$ cat src/baro_temp_pressure_compensation_defines.svh
// Assertion macros for the barometric compensation block.
// Both sample on clk_i and are off while rst_ni is low.
`ifndef BARO_TEMP_PRESSURE_COMPENSATION_DEFINES_SVH
`define BARO_TEMP_PRESSURE_COMPENSATION_DEFINES_SVH

// Same-cycle implication
`define BTPC_ASSERT_NOW(lbl, ante, cons, msg) \
  lbl: assert property (@(posedge clk_i) disable iff (!rst_ni) (ante) |-> (cons)) else $error(msg);

// Next-cycle implication
`define BTPC_ASSERT_NEXT(lbl, ante, cons, msg) \
  lbl: assert property (@(posedge clk_i) disable iff (!rst_ni) (ante) |=> (cons)) else $error(msg);

`endif

$ cat src/btpc_pkg.sv
`timescale 1ns / 1ps
// ----------------------------------------------------------------------------
// btpc_pkg
// Shared types, codes and helpers of the barometric compensation block.
// ----------------------------------------------------------------------------
package btpc_pkg;

  localparam int unsigned WordW = 32;
  localparam int unsigned RawW  = 20;
  localparam int unsigned CfgIdxW  = 3;
  localparam int unsigned CfgDataW = 48;

  // operation codes
  localparam logic OP_TEMP  = 1'b0;
  localparam logic OP_PRESS = 1'b1;

  // configuration register indexes
  localparam logic [CfgIdxW-1:0] CFG_TEMP_CAL = 3'd0;
  localparam logic [CfgIdxW-1:0] CFG_PRESS_12 = 3'd1;
  localparam logic [CfgIdxW-1:0] CFG_PRESS_34 = 3'd2;
  localparam logic [CfgIdxW-1:0] CFG_PRESS_56 = 3'd3;
  localparam logic [CfgIdxW-1:0] CFG_PRESS_78 = 3'd4;
  localparam logic [CfgIdxW-1:0] CFG_PRESS_9  = 3'd5;

  // constants of the compensation
  localparam logic [WordW-1:0] K_TOFFS   = 32'd64000;
  localparam logic [WordW-1:0] K_PBASE   = 32'd1048576;
  localparam logic [WordW-1:0] K_PSCALE  = 32'd3125;
  localparam logic [WordW-1:0] K_SIGN    = 32'h8000_0000;
  localparam logic [WordW-1:0] K_HALF    = 32'd32768;
  localparam logic [WordW-1:0] K_ROUND   = 32'd128;

  typedef enum logic [1:0] {
    ST_IDLE,
    ST_CALC,
    ST_WAIT,
    ST_DONE
  } state_e;

  // sequencer steps: temperature then pressure
  typedef enum logic [3:0] {
    S_T0, S_T1, S_T2, S_T3,
    S_P0, S_P1, S_P2, S_P3, S_P4, S_P5,
    S_P6, S_P7, S_P8, S_P9, S_P10, S_P11
  } step_e;

  // control of a serial arithmetic unit
  typedef struct packed {
    logic             start;
    logic [WordW-1:0] a;
    logic [WordW-1:0] b;
  } unit_req_t;

  function automatic logic [WordW-1:0] asr(input logic [WordW-1:0] x,
                                           input logic [4:0] n);
    asr = WordW'($signed(x) >>> n);
  endfunction

  function automatic logic [WordW-1:0] sext16(input logic [15:0] x);
    sext16 = {{16{x[15]}}, x};
  endfunction

endpackage

$ cat src/btpc_if.sv
`timescale 1ns / 1ps
// ----------------------------------------------------------------------------
// btpc channel interfaces
// Input, result and configuration channels with valid/ready.
// ----------------------------------------------------------------------------
interface btpc_in_if;
  logic        valid;
  logic        ready;
  logic        operation;
  logic [19:0] raw_sample;
  modport source (output valid, operation, raw_sample, input ready);
  modport sink   (input valid, operation, raw_sample, output ready);
endinterface

interface btpc_out_if;
  logic               valid;
  logic               ready;
  logic signed [31:0] temperature_centi;
  logic        [31:0] pressure_pa;
  logic               zero_divisor;
  modport source (output valid, temperature_centi, pressure_pa, zero_divisor, input ready);
  modport sink   (input valid, temperature_centi, pressure_pa, zero_divisor, output ready);
endinterface

interface btpc_cfg_if;
  logic        valid;
  logic        ready;
  logic [2:0]  index;
  logic [47:0] data;
  modport source (output valid, index, data, input ready);
  modport sink   (input valid, index, data, output ready);
endinterface

$ cat src/btpc_mul.sv
`timescale 1ns / 1ps
// ----------------------------------------------------------------------------
// btpc_mul
// Bit-serial 32x32 multiplier, low 32 bits of the product, one bit a cycle.
// ----------------------------------------------------------------------------
module btpc_mul
  import btpc_pkg::*;
(
  input  logic             clk_i,
  input  logic             rst_ni,
  input  unit_req_t        req_i,
  output logic             done_o,
  output logic [WordW-1:0] prod_o
);

  logic [WordW-1:0] acc_q, acc_d, a_q, a_d, b_q, b_d;
  logic [4:0]       cnt_q, cnt_d;
  logic             busy_q, busy_d, done_q, done_d;

  // shift-add step
  always_comb begin
    acc_d  = acc_q;
    a_d    = a_q;
    b_d    = b_q;
    cnt_d  = cnt_q;
    busy_d = busy_q;
    done_d = 1'b0;
    if (req_i.start) begin
      acc_d  = '0;
      a_d    = req_i.a;
      b_d    = req_i.b;
      cnt_d  = '0;
      busy_d = 1'b1;
    end else if (busy_q) begin
      if (b_q[0]) acc_d = acc_q + a_q;
      a_d   = {a_q[WordW-2:0], 1'b0};
      b_d   = {1'b0, b_q[WordW-1:1]};
      cnt_d = cnt_q + 5'd1;
      if (cnt_q == 5'd31) begin
        busy_d = 1'b0;
        done_d = 1'b1;
      end
    end
  end

  always_ff @(posedge clk_i or negedge rst_ni) begin
    if (!rst_ni) begin
      busy_q <= 1'b0;
      done_q <= 1'b0;
      cnt_q  <= '0;
    end else begin
      busy_q <= busy_d;
      done_q <= done_d;
      cnt_q  <= cnt_d;
    end
  end

  always_ff @(posedge clk_i) begin
    acc_q <= acc_d;
    a_q   <= a_d;
    b_q   <= b_d;
  end

  assign done_o = done_q;
  assign prod_o = acc_q;

endmodule

$ cat src/btpc_div.sv
`timescale 1ns / 1ps
// ----------------------------------------------------------------------------
// btpc_div
// Restoring unsigned 32/32 divider, one quotient bit a cycle.
// ----------------------------------------------------------------------------
module btpc_div
  import btpc_pkg::*;
(
  input  logic             clk_i,
  input  logic             rst_ni,
  input  unit_req_t        req_i,
  output logic             done_o,
  output logic [WordW-1:0] quot_o
);

  logic [WordW-1:0] rem_q, rem_d, num_q, num_d, den_q, den_d;
  logic [WordW:0]   rem_sh, rem_sub;
  logic [4:0]       cnt_q, cnt_d;
  logic             busy_q, busy_d, done_q, done_d;

  // one restoring step
  always_comb begin
    rem_d  = rem_q;
    num_d  = num_q;
    den_d  = den_q;
    cnt_d  = cnt_q;
    busy_d = busy_q;
    done_d = 1'b0;
    rem_sh  = {rem_q, num_q[WordW-1]};
    rem_sub = rem_sh - {1'b0, den_q};
    if (req_i.start) begin
      rem_d  = '0;
      num_d  = req_i.a;
      den_d  = req_i.b;
      cnt_d  = '0;
      busy_d = 1'b1;
    end else if (busy_q) begin
      if (rem_sh >= {1'b0, den_q}) begin
        rem_d = rem_sub[WordW-1:0];
        num_d = {num_q[WordW-2:0], 1'b1};
      end else begin
        rem_d = rem_sh[WordW-1:0];
        num_d = {num_q[WordW-2:0], 1'b0};
      end
      cnt_d = cnt_q + 5'd1;
      if (cnt_q == 5'd31) begin
        busy_d = 1'b0;
        done_d = 1'b1;
      end
    end
  end

  always_ff @(posedge clk_i or negedge rst_ni) begin
    if (!rst_ni) begin
      busy_q <= 1'b0;
      done_q <= 1'b0;
      cnt_q  <= '0;
    end else begin
      busy_q <= busy_d;
      done_q <= done_d;
      cnt_q  <= cnt_d;
    end
  end

  always_ff @(posedge clk_i) begin
    rem_q <= rem_d;
    num_q <= num_d;
    den_q <= den_d;
  end

  assign done_o = done_q;
  assign quot_o = num_q;

endmodule

$ cat src/baro_temp_pressure_compensation.sv
`timescale 1ns / 1ps
// ----------------------------------------------------------------------------
// baro_temp_pressure_compensation
// Integer temperature and pressure compensation of a barometric sensor.
// ----------------------------------------------------------------------------
// channel  | dir | payload
// in_i     | in  | operation, raw_sample
// out_o    | out | temperature_centi, pressure_pa, zero_divisor
// cfg_i    | in  | index, data (always ready)
//
// Each serial unit runs: launch, 32 shift steps, done, back to sequencer.
// Temperature item: 3 serial multiplies.
// Pressure item: 10 serial multiplies and one serial divide; when the
// divisor is zero the item ends before the divide.
// One item at a time; the next item is taken while a result waits in out_o.
// Reset clears calibration and fine temperature to 0.
// ----------------------------------------------------------------------------
`include "baro_temp_pressure_compensation_defines.svh"

module baro_temp_pressure_compensation
  import btpc_pkg::*;
(
  input logic        clk_i,
  input logic        rst_ni,
  btpc_in_if.sink    in_i,
  btpc_out_if.source out_o,
  btpc_cfg_if.sink   cfg_i
);

  // configuration
  logic [47:0] temp_cal_q;
  logic [31:0] pc12_q, pc34_q, pc56_q, pc78_q;
  logic [15:0] pc9_q;

  assign cfg_i.ready = 1'b1;

  always_ff @(posedge clk_i or negedge rst_ni) begin
    if (!rst_ni) begin
      temp_cal_q <= '0;
      pc12_q <= '0;
      pc34_q <= '0;
      pc56_q <= '0;
      pc78_q <= '0;
      pc9_q  <= '0;
    end else if (cfg_i.valid) begin
      unique case (cfg_i.index)
        CFG_TEMP_CAL: temp_cal_q <= cfg_i.data;
        CFG_PRESS_12: pc12_q <= cfg_i.data[31:0];
        CFG_PRESS_34: pc34_q <= cfg_i.data[31:0];
        CFG_PRESS_56: pc56_q <= cfg_i.data[31:0];
        CFG_PRESS_78: pc78_q <= cfg_i.data[31:0];
        CFG_PRESS_9:  pc9_q  <= cfg_i.data[15:0];
        default: ;
      endcase
    end
  end

  // coefficients
  logic [31:0] t1, t2, t3, p1, p2, p3, p4, p5, p6, p7, p8, p9;
  assign t1 = {16'b0, temp_cal_q[15:0]};
  assign t2 = sext16(temp_cal_q[31:16]);
  assign t3 = sext16(temp_cal_q[47:32]);
  assign p1 = {16'b0, pc12_q[15:0]};
  assign p2 = sext16(pc12_q[31:16]);
  assign p3 = sext16(pc34_q[15:0]);
  assign p4 = sext16(pc34_q[31:16]);
  assign p5 = sext16(pc56_q[15:0]);
  assign p6 = sext16(pc56_q[31:16]);
  assign p7 = sext16(pc78_q[15:0]);
  assign p8 = sext16(pc78_q[31:16]);
  assign p9 = sext16(pc9_q);

  // state
  state_e      state_q, state_d;
  step_e       step_q, step_d;
  logic [31:0] raw_q, fine_q, fine_d;
  logic [31:0] r0_q, r0_d, r1_q, r1_d, r2_q, r2_d, r3_q, r3_d;
  logic        dbl_q, dbl_d;
  logic [31:0] rt_q, rt_d, rp_q, rp_d;
  logic        rz_q, rz_d;
  logic        in_xfer, out_load, launch, finish;

  unit_req_t   mul_req, div_req;
  logic        mul_done, div_done;
  logic [31:0] mul_res, div_res;

  btpc_mul u_mul (
    .clk_i  (clk_i),
    .rst_ni (rst_ni),
    .req_i  (mul_req),
    .done_o (mul_done),
    .prod_o (mul_res)
  );

  btpc_div u_div (
    .clk_i  (clk_i),
    .rst_ni (rst_ni),
    .req_i  (div_req),
    .done_o (div_done),
    .quot_o (div_res)
  );

  assign in_xfer = in_i.valid && in_i.ready;

  // step sequencer datapath
  always_comb begin
    logic [31:0] x, y;
    x = '0;
    y = '0;
    step_d  = step_q;
    fine_d  = fine_q;
    r0_d = r0_q;
    r1_d = r1_q;
    r2_d = r2_q;
    r3_d = r3_q;
    dbl_d = dbl_q;
    rt_d = rt_q;
    rp_d = rp_q;
    rz_d = rz_q;
    mul_req = '0;
    div_req = '0;
    launch = 1'b0;
    finish = 1'b0;
    if (state_q == ST_CALC) begin
      unique case (step_q)
        S_T0: begin
          mul_req = '{1'b1, (raw_q >> 3) - (t1 << 1), t2};
          step_d  = S_T1;
        end
        S_T1: begin
          r0_d    = asr(mul_res, 5'd11);
          x       = (raw_q >> 4) - t1;
          mul_req = '{1'b1, x, x};
          step_d  = S_T2;
        end
        S_T2: begin
          mul_req = '{1'b1, asr(mul_res, 5'd12), t3};
          step_d  = S_T3;
        end
        S_T3: begin
          x      = r0_q + asr(mul_res, 5'd14);
          fine_d = x;
          rt_d   = asr((x << 2) + x + K_ROUND, 5'd8);
          rp_d   = '0;
          rz_d   = 1'b0;
          finish = 1'b1;
        end
        S_P0: begin
          x       = asr(fine_q, 5'd1) - K_TOFFS;
          r0_d    = x;
          y       = asr(x, 5'd2);
          mul_req = '{1'b1, y, y};
          step_d  = S_P1;
        end
        S_P1: begin
          r1_d    = mul_res;
          mul_req = '{1'b1, asr(mul_res, 5'd11), p6};
          step_d  = S_P2;
        end
        S_P2: begin
          r2_d    = mul_res;
          mul_req = '{1'b1, r0_q, p5};
          step_d  = S_P3;
        end
        S_P3: begin
          r2_d    = asr(r2_q + (mul_res << 1), 5'd2) + (p4 << 16);
          mul_req = '{1'b1, p3, asr(r1_q, 5'd13)};
          step_d  = S_P4;
        end
        S_P4: begin
          r3_d    = asr(mul_res, 5'd3);
          mul_req = '{1'b1, p2, r0_q};
          step_d  = S_P5;
        end
        S_P5: begin
          x       = asr(r3_q + asr(mul_res, 5'd1), 5'd18);
          mul_req = '{1'b1, K_HALF + x, p1};
          step_d  = S_P6;
        end
        S_P6: begin
          x    = asr(mul_res, 5'd15);
          r0_d = x;
          if (x == '0) begin
            rt_d   = '0;
            rp_d   = '0;
            rz_d   = 1'b1;
            finish = 1'b1;
          end else begin
            mul_req = '{1'b1, (K_PBASE - raw_q) - asr(r2_q, 5'd12), K_PSCALE};
            step_d  = S_P7;
          end
        end
        S_P7: begin
          // keep the dividend in 32 bits: double before or after
          if (mul_res < K_SIGN) begin
            div_req = '{1'b1, mul_res << 1, r0_q};
            dbl_d   = 1'b0;
          end else begin
            div_req = '{1'b1, mul_res, r0_q};
            dbl_d   = 1'b1;
          end
          step_d = S_P8;
        end
        S_P8: begin
          x       = dbl_q ? (div_res << 1) : div_res;
          r1_d    = x;
          mul_req = '{1'b1, x >> 3, x >> 3};
          step_d  = S_P9;
        end
        S_P9: begin
          mul_req = '{1'b1, p9, mul_res >> 13};
          step_d  = S_P10;
        end
        S_P10: begin
          r3_d    = asr(mul_res, 5'd12);
          mul_req = '{1'b1, r1_q >> 2, p8};
          step_d  = S_P11;
        end
        S_P11: begin
          rp_d   = r1_q + asr(r3_q + asr(mul_res, 5'd13) + p7, 5'd4);
          rt_d   = '0;
          rz_d   = 1'b0;
          finish = 1'b1;
        end
        default: ;
      endcase
      launch = mul_req.start || div_req.start;
    end
  end

  // next state
  always_comb begin
    state_d = state_q;
    unique case (state_q)
      ST_IDLE: if (in_xfer) state_d = ST_CALC;
      ST_CALC: begin
        if (launch)      state_d = ST_WAIT;
        else if (finish) state_d = ST_DONE;
      end
      ST_WAIT: if (mul_done || div_done) state_d = ST_CALC;
      ST_DONE: if (!out_o.valid || out_o.ready) state_d = ST_IDLE;
      default: state_d = ST_IDLE;
    endcase
  end

  // handshake outputs
  always_comb begin
    in_i.ready = 1'b0;
    out_load   = 1'b0;
    unique case (state_q)
      ST_IDLE: in_i.ready = 1'b1;
      ST_DONE: out_load = !out_o.valid || out_o.ready;
      default: ;
    endcase
  end

  always_ff @(posedge clk_i or negedge rst_ni) begin
    if (!rst_ni) begin
      state_q     <= ST_IDLE;
      step_q      <= S_T0;
      fine_q      <= '0;
      out_o.valid <= 1'b0;
    end else begin
      state_q <= state_d;
      fine_q  <= fine_d;
      if (in_xfer) begin
        step_q <= (in_i.operation == OP_PRESS) ? S_P0 : S_T0;
      end else begin
        step_q <= step_d;
      end
      if (out_load)          out_o.valid <= 1'b1;
      else if (out_o.ready)  out_o.valid <= 1'b0;
    end
  end

  always_ff @(posedge clk_i) begin
    if (in_xfer) raw_q <= {12'b0, in_i.raw_sample};
    r0_q  <= r0_d;
    r1_q  <= r1_d;
    r2_q  <= r2_d;
    r3_q  <= r3_d;
    dbl_q <= dbl_d;
    rt_q  <= rt_d;
    rp_q  <= rp_d;
    rz_q  <= rz_d;
    if (out_load) begin
      out_o.temperature_centi <= rt_q;
      out_o.pressure_pa       <= rp_q;
      out_o.zero_divisor      <= rz_q;
    end
  end

  // checks
  `BTPC_ASSERT_NEXT(a_accept_busy, in_xfer, state_q == ST_CALC, "item taken but sequencer idle")
  `BTPC_ASSERT_NOW(a_one_unit, mul_done, !div_done, "multiplier and divider finished together")
  `BTPC_ASSERT_NOW(a_zero_flag, out_o.valid && out_o.zero_divisor, out_o.pressure_pa == '0 && out_o.temperature_centi == '0, "zero divisor with nonzero result")
  `BTPC_ASSERT_NEXT(a_fine_hold, state_q == ST_IDLE && !in_xfer, $stable(fine_q), "fine temperature changed while idle")

endmodule
$ cat src/flat_wrapper.sv
// flat-port wrapper written by rule: the top's interface ports become plain ports
module baro_temp_pressure_compensation_flat import btpc_pkg::*;
  (clk_i, rst_ni, in_i_valid, in_i_operation, in_i_raw_sample, in_i_ready, out_o_valid, out_o_temperature_centi, out_o_pressure_pa, out_o_zero_divisor, out_o_ready, cfg_i_valid, cfg_i_index, cfg_i_data, cfg_i_ready);
  btpc_in_if in_i_i ();
  btpc_out_if out_o_i ();
  btpc_cfg_if cfg_i_i ();
  input logic clk_i;
  input logic rst_ni;
  input wire logic [$bits(in_i_i.valid)-1:0] in_i_valid;
  input wire logic [$bits(in_i_i.operation)-1:0] in_i_operation;
  input wire logic [$bits(in_i_i.raw_sample)-1:0] in_i_raw_sample;
  output wire logic [$bits(in_i_i.ready)-1:0] in_i_ready;
  output wire logic [$bits(out_o_i.valid)-1:0] out_o_valid;
  output wire logic [$bits(out_o_i.temperature_centi)-1:0] out_o_temperature_centi;
  output wire logic [$bits(out_o_i.pressure_pa)-1:0] out_o_pressure_pa;
  output wire logic [$bits(out_o_i.zero_divisor)-1:0] out_o_zero_divisor;
  input wire logic [$bits(out_o_i.ready)-1:0] out_o_ready;
  input wire logic [$bits(cfg_i_i.valid)-1:0] cfg_i_valid;
  input wire logic [$bits(cfg_i_i.index)-1:0] cfg_i_index;
  input wire logic [$bits(cfg_i_i.data)-1:0] cfg_i_data;
  output wire logic [$bits(cfg_i_i.ready)-1:0] cfg_i_ready;
  assign in_i_i.valid = in_i_valid;
  assign in_i_i.operation = in_i_operation;
  assign in_i_i.raw_sample = in_i_raw_sample;
  assign in_i_ready = in_i_i.ready;
  assign out_o_valid = out_o_i.valid;
  assign out_o_temperature_centi = out_o_i.temperature_centi;
  assign out_o_pressure_pa = out_o_i.pressure_pa;
  assign out_o_zero_divisor = out_o_i.zero_divisor;
  assign out_o_i.ready = out_o_ready;
  assign cfg_i_i.valid = cfg_i_valid;
  assign cfg_i_i.index = cfg_i_index;
  assign cfg_i_i.data = cfg_i_data;
  assign cfg_i_ready = cfg_i_i.ready;
  baro_temp_pressure_compensation u_core (.clk_i(clk_i), .rst_ni(rst_ni), .in_i(in_i_i), .out_o(out_o_i), .cfg_i(cfg_i_i));
endmodule
$ cat config.mk
export PLATFORM = sky130hd
export DESIGN_NAME = baro_temp_pressure_compensation_flat
export DESIGN_NICKNAME = d
export VERILOG_FILES = /design/src/btpc_pkg.sv /design/src/btpc_if.sv /design/src/btpc_mul.sv /design/src/btpc_div.sv /design/src/baro_temp_pressure_compensation.sv /design/src/flat_wrapper.sv
export VERILOG_INCLUDE_DIRS = /design/src /design/src/src
export SDC_FILE = /design/constraint.sdc
export NUM_CORES = 2
export LEC_CHECK = 0
export ABC_AREA = 1
export BUFFER_PORTS_ARGS = -buffer_cell sky130_fd_sc_hd__clkbuf_2
export CAP_MARGIN = 20
export CORE_MARGIN = 3
export CORE_UTILIZATION = 33
export DETAILED_ROUTE_END_ITERATION = 8
export PLACE_DENSITY = 0.49
export SYNTH_ARGS = -nofsm -noshare
export SYNTH_HDL_FRONTEND = slang
export SYNTH_SLANG_ARGS = --single-unit
$ cat constraint.sdc
create_clock -name clk_i -period 5.5 [get_ports clk_i]
set_input_delay 0 -clock clk_i [delete_from_list [all_inputs] [get_ports clk_i]]
set_output_delay 0 -clock clk_i [all_outputs]
set_load 0.1 [all_outputs]
# --- After elaboration in Yosys (flattened, before gate mapping) ---
# Index checks and enable logic that the tools add are counted.
word_totals:
  register_bits: 716
  in_bits: 77
  out_inout_bits: 68
  elab_cells: 186
classes:
  add_sub_neg: 19
  magnitude_cmp: 2
  n_eq_ne: 31
  n_mux: 62
  reduce_logical: 38
op_table:
  columns: ["operator", "n"]
  rows:
  - ["$pmux 65 s13", 1]
  - ["$mux 65", 6]
  - ["$add 32x32->32", 9]
  - ["$mux 32", 9]
  - ["$pmux 32 s3", 3]
  - ["$pmux 32 s2", 3]
  - ["$mux 64", 1]
  - ["$sub 32x32->32", 2]
  - ["$pmux 4 s14", 1]
  - ["$ge 33x32->1", 1]
  - ["$add 32x8->32 const B", 1]
  - ["$eq 4x4->1 const B", 8]
  - ["$logic_not 32->1", 1]
  - ["$lt 32x32->1 const B", 1]
  - ["$sub 31x17->32 const B", 1]
  - ["$reduce_and 2->1", 13]
  - ["$mux 1", 22]
  - ["$sub 21x20->22 const A", 1]
  - ["$mux 5", 4]
  - ["$add 17x14->18 const A", 1]
  - ["$sub 17x17->18", 1]
  - ["$sub 16x16->17", 1]
  - ["$eq 4x3->1 const B", 4]
  - ["$reduce_bool 2->1", 8]
  - ["28 further kinds", 49]

# --- Longest topological paths before layout ---
depth:
  ltp_word: 9
  mapped_depth: 28
  depth_no_buf: 28

# --- Hierarchy ---
# From an unflattened synthesis, not the netlist that was laid out.
unflattened:
  cells_unflattened: 6782
  hier_area_um2: 50009.2
by_module_without_submodules:
  columns: ["mod", "instances", "cells_each", "area_each_um2", "seq_area_each_um2"]
  rows:
  - ["baro_temp_pressure_compensation", 1, 4823, 36487.5, 13533.0]
  - ["btpc_div", 1, 987, 6894.1, 2737.6]
  - ["btpc_mul", 1, 972, 6627.6, 2737.6]

# --- Worst setup path before layout ---
# No wires, ideal clock.
synth_path:
  path_kind: "reg2reg"
  from: "register u_core.u_mul.acc_q[31], in the netlist u_core.u_mul.prod_o[31]"
  to: "register u_core.rp_q[29] (data pin)"
  setup_time_ps: 255
  arrival_time_ps: 4186
  required_ps: 5245
  path_slack_ps: 1059
  stages_incl_launch_ff: 17
  n_path_buf: 0
  synth_period_minus_slack_ps: 4441
  path_cell_list: "dfxtp_1 fa_1 ha_1 nand2_1 nand2_1 a31oi_1 o21ai_0 a221oi_1 nand2_1 xor2_1 ha_1 nand2_1 o21ai_0 a2111oi_0 nand3_1 nand2_1 nor2_1"
synth_between:
  elab_chain_len: 4
synth_lines:
  columns: ["element", "line", "source"]
  rows:
  - ["start: declaration", "btpc_mul.sv:16", "logic [WordW-1:0] acc_q, acc_d, a_q, a_d, b_q, b_d;"]
  - ["start signal: assignment", "btpc_mul.sv:59", "acc_q <= acc_d;"]
  - ["$add 32x32->32 (3 in series)", "baro_temp_pressure_compensation.sv:220", "rp_d = r1_q + asr(r3_q + asr(mul_res, 5'd13) + p7, 5'd4);"]
  - ["$pmux 32 s3", "baro_temp_pressure_compensation.sv:125", "unique case (step_q)"]
  - ["end signal: assignment", "baro_temp_pressure_compensation.sv:284", "rp_q <= rp_d;"]
  - ["end: declaration", "baro_temp_pressure_compensation.sv:79", "logic [31:0] rt_q, rt_d, rp_q, rp_d;"]
# Every way passes these cells.
# A chain may end at the register's enable or synchronous reset.

# --- Final worst setup path ---
layout_path:
  from: "register u_core.u_mul.acc_q[14], in the netlist u_core.u_mul.prod_o[14]"
  to: "register u_core.rt_q[21] (data pin)"
layout_between:
  elab_chain_len: 4
layout_lines:
  columns: ["element", "line", "source"]
  rows:
  - ["$add 32x32->32", "baro_temp_pressure_compensation.sv:141", "x = r0_q + asr(mul_res, 5'd14);"]
  - ["$add 32x32->32", "baro_temp_pressure_compensation.sv:143", "rt_d = asr((x << 2) + x + K_ROUND, 5'd8);"]
  - ["$add 32x8->32", "baro_temp_pressure_compensation.sv:143", null]
  - ["$pmux 32 s3", "baro_temp_pressure_compensation.sv:125", null]
  - ["end signal: assignment", "baro_temp_pressure_compensation.sv:283", "rt_q <= rt_d;"]
  - ["end: declaration", "baro_temp_pressure_compensation.sv:79", null]
# Every way passes these cells.

==> metrics <==
top layer in use met5; status complete, no violations; arrival time at the worst endpoint 5.44 ns; Final Cell Area ~56000 um^2; final WL 215000 um; critical path class flip-flop to flip-flop; Cell variety after synth 71; Synth Instances 6214; total congestion overflow 0; antenna viol nets, final 0; CP required slightly below 6 ns; mean post-synth cell area 7.77 um^2; final HPWL from detailed placement 166000 um; Worst-Margin Slew ~1.2 ns; CTS buffer count 88; crit-path max FO 5; first-pass GRT wire length 311000 um; GRT Total Usage between 20 and 30%; Post-synth ARST share between 30% and 40%; Peak Freq ~200 MHz; htree depth 3; Max Slew Vio Count 0; Post-synth EDFFs 387; GP Congestion 1.00; CP endpoint kind flip-flop; Initial Util around 33%; Max Root-Sink Buffers 3; syn nets 6655; met2 wire length 95200 um; initial antenna violation count 20; commonest cells after routing, fill and taps aside 1391 x nand2_1, 726 x inv_1, 580 x o21ai_0; IO Port Bufs 143; CTS tree built; drt wl/cell 25.4 um; Syn. warnings 0; Die Width 389 um; routed wl met3 16500 um; Total Nets Final 6911; CTS root buf clkbuf_16; vias in the first global route 44800; Worst-path clk slew 0.06 ns; RSZ-0062 raised after global routing false; crit start category flip-flop; sequential area share after synthesis approximately 39%; Sum Neg Setup Slack 0 ns; post-layout minimum cycle time 5.02 ns; Initial DRT Pass Iterations 8; largest net degree at the start of global routing 100; Final Cycle Share 91.3%; ys flop type edfxtp_1; die span in y 389 um; Area Growth Syn to Fin 15.2%; 1st-iter DRT viols 4544; die area 151000 um^2; FP Rows between 100 and 150; final hold vios 0; Placed Area about 52000 um^2; Worst-Skew Late Latency 0.74 ns; Core Box Area roughly 140000 um^2; endpoints failing setup 0; Worst slew margin slightly above 20%; worst hold path type input pin to flip-flop; Sink Count 695; Post-Route M1 WL 89300 um; layout cells sized above 1 7.93%; Yosys reg bits roughly 700; Synth Cell Area 48300 um^2; most common cell after layout, fill and taps aside nand2_1; DRC 0; clk_skew 0.0531 ns; max cap viols 0; via density per instance 5.48; I/O pin total 145; vias 46400
## per-layer routing
metal / GRT usage [%] / up-vias
met5: 0 / -
met4: 15.4 / 2
met3: 5.19 / 457
met2: 43.9 / 1907
met1: 36.1 / 22300
li1: - / 21700
## flip-flops by register name, summed over array words and instances, names as in the netlist, 29 cells and up
name	cells
u_core.fine_q	31
u_core.out_o.pressure_pa	32
u_core.pc12_q	32
u_core.pc34_q	32
u_core.pc56_q	32
u_core.pc78_q	32
u_core.r0_q	32
u_core.r1_q	32
u_core.r2_q	31
u_core.r3_q	29
u_core.rp_q	32
u_core.temp_cal_q	48
u_core.u_div.den_q	32
u_core.u_div.quot_o	32
u_core.u_div.rem_q	32
u_core.u_mul.a_q	32
u_core.u_mul.b_q	32
u_core.u_mul.prod_o	32
## worst max-delay path, stage by stage (launching register included)
cell and delay [ns]:
dfxtp_1 0.53, ha_1 0.23, inv_1 0.06, fa_1 0.39, inv_1 0.09, nand3_1 0.06, nand2_1 0.21, nand2_1 0.07
nand2_1 0.15, a21boi_2 0.10, o21ai_0 0.42, xor2_1 0.35, ha_1 0.30, ha_1 0.36, a21oi_1 0.22, inv_1 0.06
a21oi_1 0.17, nor2_1 0.08, nor3_1 0.37, inv_1 0.10, a21oi_1 0.18, nand2_1 0.08, nand2_1 0.06, a21oi_1 0.06
## worst paths after layout
kind / start / end / slack [ns] / cells after the start
worst min register to register: u_core.rt_q[5] / u_core.out_o.temperature_centi[5] / 0.41 / 0
max in group asynchronous: rst_ni / u_core.u_mul.cnt_q[2] / 4.15 / 4
worst min-delay path: cfg_i_data[39] / u_core.temp_cal_q[39] / 0.03 / 3
worst max-delay path: u_core.u_mul.prod_o[14] / u_core.rt_q[21] / 0.48 / 23
worst max register to register: u_core.u_mul.prod_o[14] / u_core.rt_q[21] / 0.48 / 23
min in group asynchronous: rst_ni / u_core.pc78_q[4] / 0.47 / 4
## cell type report
class	instances	area [um^2]
clock inverter	61	719
sequential	695	19000
tap	1903	2380
antenna	8	20.0
timing repair buffer	347	2580
fill	15000	88900
inverter	749	2810
multi-input combinational	4589	25700
clock buffer	104	2380
## Yosys cell counts (55+ instances only)
cell,number,area share [%]
a21oi_1,487,5.0
buf_2,55,0.57
clkbuf_1,98,0.76
dfrtp_1,244,13
dfxtp_1,64,2.7
edfxtp_1,387,24
ha_1,329,8.5
inv_1,728,5.7
nand2_1,1396,11
nand3_1,317,3.3
nand4_1,56,0.73
nor2_1,580,4.5
nor3_1,83,0.86
o211ai_1,58,0.90
o21ai_0,580,6.0
xnor2_1,60,1.1
xor2_1,87,1.6
## metrics by stage
step           util [%]  hold WS (ns)  instances  worst slack (ns)
6_report           38.5        0.0282       8456             0.477
5_1_grt            38.5      0.000569       8448             0.157
4_1_cts            38.5       0.00237       8448             0.559
3_5_place_dp       35.7        0.0112       8190             0.594
3_3_place_gp       35.7        0.0164       8189             0.728
2_1_floorplan         -        -0.296       6214              1.06
## timing repair
| item | CTS | global route |
|---|---|---|
| setup buffers | 0 | 0 |
| resized for setup | 0 | 0 |
| hold buffers | 93 | 0 |
| endpoints found under the setup margin | 0 | 0 |
| hold endpoints to repair | 393 | 0 |
## cell families (layout without fill, tap and decap cells)
kind of cell / after synthesis / in the layout / synth area share [%]
fa+ha+maj: 364 / 364 / 9.97
mux: 15 / 15 / 0.350
xor+xnor: 147 / 147 / 2.67
other cells: 1 / 9 / 0.00776
buf+inv: 930 / 1261 / 7.60
flops: 695 / 695 / 39.3
compound gates: 1496 / 1496 / 17.8
simple gates: 2566 / 2566 / 22.3
Power is left out: the tool's default activity adds up to more than one toggle a clock period on the data nets, which glitch-free logic cannot reach.
